File: config.mk
export PLATFORM = sky130hd
export DESIGN_NAME = cfe_controller
export DESIGN_NICKNAME = d
export VERILOG_FILES = /design/src/sv/cfe_pkg.sv /design/src/sv/cfe_controller.sv
export SDC_FILE = /design/constraint.sdc
export NUM_CORES = 1
export LEC_CHECK = 0
export ABC_AREA = 1
export BUFFER_PORTS_ARGS = -buffer_cell sky130_fd_sc_hd__buf_2
export CAP_MARGIN = 20
export CELL_PAD_IN_SITES_DETAIL_PLACEMENT = 0
export CELL_PAD_IN_SITES_GLOBAL_PLACEMENT = 1
export CORE_AREA = 2 2 39 41
export CTS_BUF_LIST = sky130_fd_sc_hd__clkbuf_2
export CTS_CLUSTER_DIAMETER = 60
export CTS_CLUSTER_SIZE = 8
export DETAILED_ROUTE_END_ITERATION = 10
export DIE_AREA = 0 0 41 43
export PLACE_DENSITY_LB_ADDON = 0.1
export SYNTH_ARGS = -nofsm -noshare
export SYNTH_HDL_FRONTEND = slang
export SYNTH_SLANG_ARGS = --single-unit
File: constraint.sdc
create_clock -name clk -period 2.7 [get_ports clk]
set_input_delay 0.54 -clock clk [delete_from_list [all_inputs] [get_ports clk]]
set_output_delay 0.54 -clock clk [all_outputs]
set_load 0.01 [all_outputs]
File: src/sv/cfe_pkg.sv
`default_nettype none

package cfe_pkg;

  // Character codes the parser and the console react to.
  localparam logic [7:0] CH_PCT   = 8'h25;
  localparam logic [7:0] CH_CR    = 8'h0D;
  localparam logic [7:0] CH_LF    = 8'h0A;
  localparam logic [7:0] CH_MINUS = 8'h2D;
  localparam logic [7:0] CH_H     = 8'h68;
  localparam logic [7:0] CH_L     = 8'h6C;
  localparam logic [7:0] CH_X     = 8'h78;
  localparam logic [7:0] CH_D     = 8'h64;
  localparam logic [7:0] CH_ZERO  = 8'h30;
  localparam logic [7:0] CH_UPPER_A = 8'h41;

  localparam logic [3:0] SIZE_RESET = 4'd4;
  localparam logic [3:0] SIZE_MAX   = 4'd8;
  localparam logic [3:0] DEC_TOP    = 4'd9;
  localparam logic [3:0] HEX_TOP    = 4'd7;
  localparam logic [7:0] ROW_LIMIT  = 8'hFF;

  typedef enum logic [2:0] {
    ST_IDLE,
    ST_CHAR,
    ST_SIGN,
    ST_HEX,
    ST_DEC
  } state_t;

  typedef enum logic [1:0] {
    OP_NONE,
    OP_CHAR,
    OP_HEX,
    OP_DEC
  } op_t;

  typedef enum logic [2:0] {
    EM_NONE,
    EM_CHAR,
    EM_MINUS,
    EM_HEX,
    EM_DEC
  } emit_t;

  typedef struct packed {
    logic  accept;
    emit_t emit;
    logic  skip;
  } ctrl_cmd_t;

  typedef struct packed {
    op_t  op;
    logic neg;
    logic out_free;
    logic idx_zero;
    logic hex_skip;
    logic dec_skip;
  } dp_status_t;

  function automatic logic [35:0] pow10(input logic [3:0] k);
    logic [35:0] p;
    case (k)
      4'd0: p = 36'd1;
      4'd1: p = 36'd10;
      4'd2: p = 36'd100;
      4'd3: p = 36'd1000;
      4'd4: p = 36'd10000;
      4'd5: p = 36'd100000;
      4'd6: p = 36'd1000000;
      4'd7: p = 36'd10000000;
      4'd8: p = 36'd100000000;
      4'd9: p = 36'd1000000000;
      default: p = 36'd0;
    endcase
    return p;
  endfunction

  function automatic logic [7:0] hex_glyph(input logic [3:0] nib);
    logic [7:0] g;
    if (nib < 4'd10) begin
      g = CH_ZERO + {4'b0, nib};
    end else begin
      g = CH_UPPER_A + {4'b0, nib} - 8'd10;
    end
    return g;
  endfunction

endpackage

`default_nettype wire

File: src/sv/cfe_controller.sv
`default_nettype none

module cfe_controller
  import cfe_pkg::*;
(
  input  wire logic       clk,
  input  wire logic       rst,
  input  wire logic       s_tvalid,
  output logic            s_tready,
  input  wire dp_status_t status,
  output ctrl_cmd_t       cmd
);

  state_t state;
  state_t state_next;

  always_ff @(posedge clk) begin
    if (rst) begin
      state <= ST_IDLE;
    end else begin
      state <= state_next;
    end
  end

  assign s_tready = (state == ST_IDLE);

  always_comb begin
    state_next = state;
    cmd.accept = 1'b0;
    cmd.emit   = EM_NONE;
    cmd.skip   = 1'b0;
    case (state)
      ST_IDLE: begin
        if (s_tvalid) begin
          cmd.accept = 1'b1;
          case (status.op)
            OP_CHAR: state_next = ST_CHAR;
            OP_HEX:  state_next = ST_HEX;
            OP_DEC:  state_next = status.neg ? ST_SIGN : ST_DEC;
            default: state_next = ST_IDLE;
          endcase
        end
      end
      ST_CHAR: begin
        if (status.out_free) begin
          cmd.emit   = EM_CHAR;
          state_next = ST_IDLE;
        end
      end
      ST_SIGN: begin
        if (status.out_free) begin
          cmd.emit   = EM_MINUS;
          state_next = ST_DEC;
        end
      end
      ST_HEX: begin
        if (status.hex_skip) begin
          cmd.skip = 1'b1;
        end else if (status.out_free) begin
          cmd.emit = EM_HEX;
          if (status.idx_zero) begin
            state_next = ST_IDLE;
          end
        end
      end
      ST_DEC: begin
        if (status.dec_skip) begin
          cmd.skip = 1'b1;
        end else if (status.out_free) begin
          cmd.emit = EM_DEC;
          if (status.idx_zero) begin
            state_next = ST_IDLE;
          end
        end
      end
      default: state_next = ST_IDLE;
    endcase
  end

endmodule

`default_nettype wire

==> flow_summary.yaml <==
finish:
  regMostFlops: "state"
  largest_reg_flops: 3
  reg_top3: "state x3"
  syn_to_final_growth_pct: 35.4
  drive_gt1_frac: 0.373
  diodes: 0
  finalNetCount: 87
detailed_routing:
  drt_iter0_drc: 4
  dr.pass1.iters: 2
  routed_wl_um: 791
  vias: 396
  routedWlPerCell_um: 8.69
  vias_per_cell: 4.35
  drc: 0
  antenna_left: 0
global_route:
  use_met2: 0.184
  grt_overflow: 0
  grt.busiest_layer: "met2"
  antenna_found_initial: 0
  track_usage: 0.110
  grt_pass1_vias: 352
  grt_start_max_net_pins: 8
  grt_use_met1: 0.132
  grt_util_met3: 0.0366
  grt_pass1_wl_um: 1370
pwr:
  p_total_mw: 0.375
  clock_power_share: 0.162
  intPower_mw: 0.186
  p_comb_frac: 0.616
  power_density_mw_per_mm2: 851
  switching_share: 0.504
  p_sw_mw: 0.189
  p_leak_nw: 0.270
  peakVddDrop_v: 0.000214
  power_frac_seq: 0.223
sta:
  setup_violations: 0
  rsz0062_at_grt: "no"
  post-route-min-period_ns: 1.81
  setup_tns_ns: 0
  tightest_slew_ns: 0.324
  final.period_utilization: 0.670
  clock_skew_ns: 0.00418
  hold_viol_final: 0
  slew-limit-headroom: 0.778
  slew_viol_final: 0
  max_freq_mhz: 553
setup_path:
  required_ns: 2.16
  path_class: "flip-flop to primary output"
  rr_worst_depth: 8
  cp-end-kind: "primary output"
  cp_data_arrival_time_ns: 1.27
  worst-path-max-fanout: 7
  start_kind: "flip-flop"
synthesis:
  netlist_instances: 56
  synth.area.top_cells: "dfxtp_1 18%, inv_1 14%, nand2_1 14%"
  syn_area_um2: 325
  syn_nets: 67
  ys_seq_area_frac: 0.185
  yosysUniqueCellTypes: 15
  synth.yosys.warnings: 0
  synth_top_area_share: 0.185
  synth-seq-cells: 3
  post-synth-top-area-cell: "dfxtp_1"
  syn_avg_cell_area_um2: 5.81
placed_design:
  place_congestion: 0.687
  place.port_buffers: 15
  post-dp-hpwl_um: 657
cts:
  cts_tree: "built"
  htreeDepth: 1
  clk_pin_slew_worst_paths_ns: 0.04
  post-cts-setup-buffers: 0
  numCtsBuffers: 3
  clk_path_buf_depth: 2
  cts_resized: 0
  cts_root_buffer: "clkbuf_2"
  clkLatencyLatePin_ns: 0.20
  cts_hold_buf: 0
  cts_sinks: 3
worst_hold_path:
  hold_path_depth: 4
  worstHoldPathType: "input pin to flip-flop"
die:
  fp.dieH_um: 43
  design.core.area_mm2: 0.00138
  die_w_um: 41
  initial_core_util: 0.235
  io_pins: 16
  die_area_mm2: 0.00176
  row_count: 14
flow_run:
  max_cap_viol_count: 0
outcome:
  status: "finished, final reports clean"
[through the flow]
stage / setup slack (ns) / hold slack, ns / cell area, µm² / instances / utilization
4_1_cts: 0.895 / 0.593 / 440 / 91 / 0.318
6_report: 0.891 / 0.600 / 440 / 91 / 0.318
2_1_floorplan: 0.932 / 0.571 / 325 / 56 / -
5_1_grt: 0.689 / 0.605 / 440 / 91 / 0.318
3_3_place_gp: 0.960 / 0.634 / 420 / 87 / 0.304
3_5_place_dp: 0.949 / 0.618 / 420 / 87 / 0.304
[routing by layer]
layer | up-vias | wire, µm
met5 | - | 0
met4 | 0 | 0
met3 | 0 | 59
met2 | 11 | 390
met1 | 169 | 340
li1 | 216 | -
[power groups by stage]
stage / sequential, mW / combinational, mW / clock [mW]
4_1_cts: 0.0825 / 0.235 / 0.0633
3_3_place_gp: 0.0856 / 0.237 / 0
5_1_grt: 0.0877 / 0.267 / 0.0716
3_5_place_dp: 0.0836 / 0.234 / 0
2_1_floorplan: 0.0779 / 0.177 / 0
6_report: 0.0835 / 0.231 / 0.0605
[cell usage after synthesis]
cell,n
o21ai_0,2
nor2_2,2
nand3_2,1
nand3_1,3
nor3_1,2
nor2_1,6
ha_1,1
nand2_2,4
inv_2,1
dfxtp_1,3
nor2_4,1
a2111oi_0,2
inv_1,12
nand4_1,4
nand2_1,12
[critical path, stage by stage, from the launching register on]
cell	delay (ns)
dfxtp_1	0.44
inv_1	0.08
a2111oi_0	0.35
buf_2	0.20
[layout by cell type (no fill, tap or decap), drive strengths merged]
cell / Yosys / layout
a2111oi: 2 / 2
buf: 0 / 15
clkbuf: 0 / 4
dfxtp: 3 / 3
ha: 1 / 1
inv: 13 / 13
nand2: 16 / 16
nand3: 4 / 4
nand4: 4 / 4
nor2: 9 / 9
nor3: 2 / 2
o21ai: 2 / 2
[cell type report]
cell class	instances	area (µm²)
clock buffers	4	20.0
fillers	173	943
inverters	13	48.8
multi-input cells	40	216
flip-flops and latches	3	60.1
well taps	16	20.0
repair buffers	15	75.1
[path summary, 6_finish.rpt]
| path | startpoint | slack [ns] | endpoint |
|---|---|---|---|
| min | rst | 0.60 | state[1] |
| max reg2reg | state[0] | 1.53 | state[2] |
| min reg2reg | state[0] | 0.63 | state[0] |
| max | state[0] | 0.89 | cmd[1] |
[kinds of logic after synthesis]
group                      count (synthesis)  synth area share
adders and majority gates                  1            0.0385
DFF                                        3             0.185
AOI/OAI and AO/OA                          4            0.0846
and+or+nand+nor                           35             0.542
buffers and inverters                     13             0.150
Note: power is estimated with default switching activity, not from simulation.
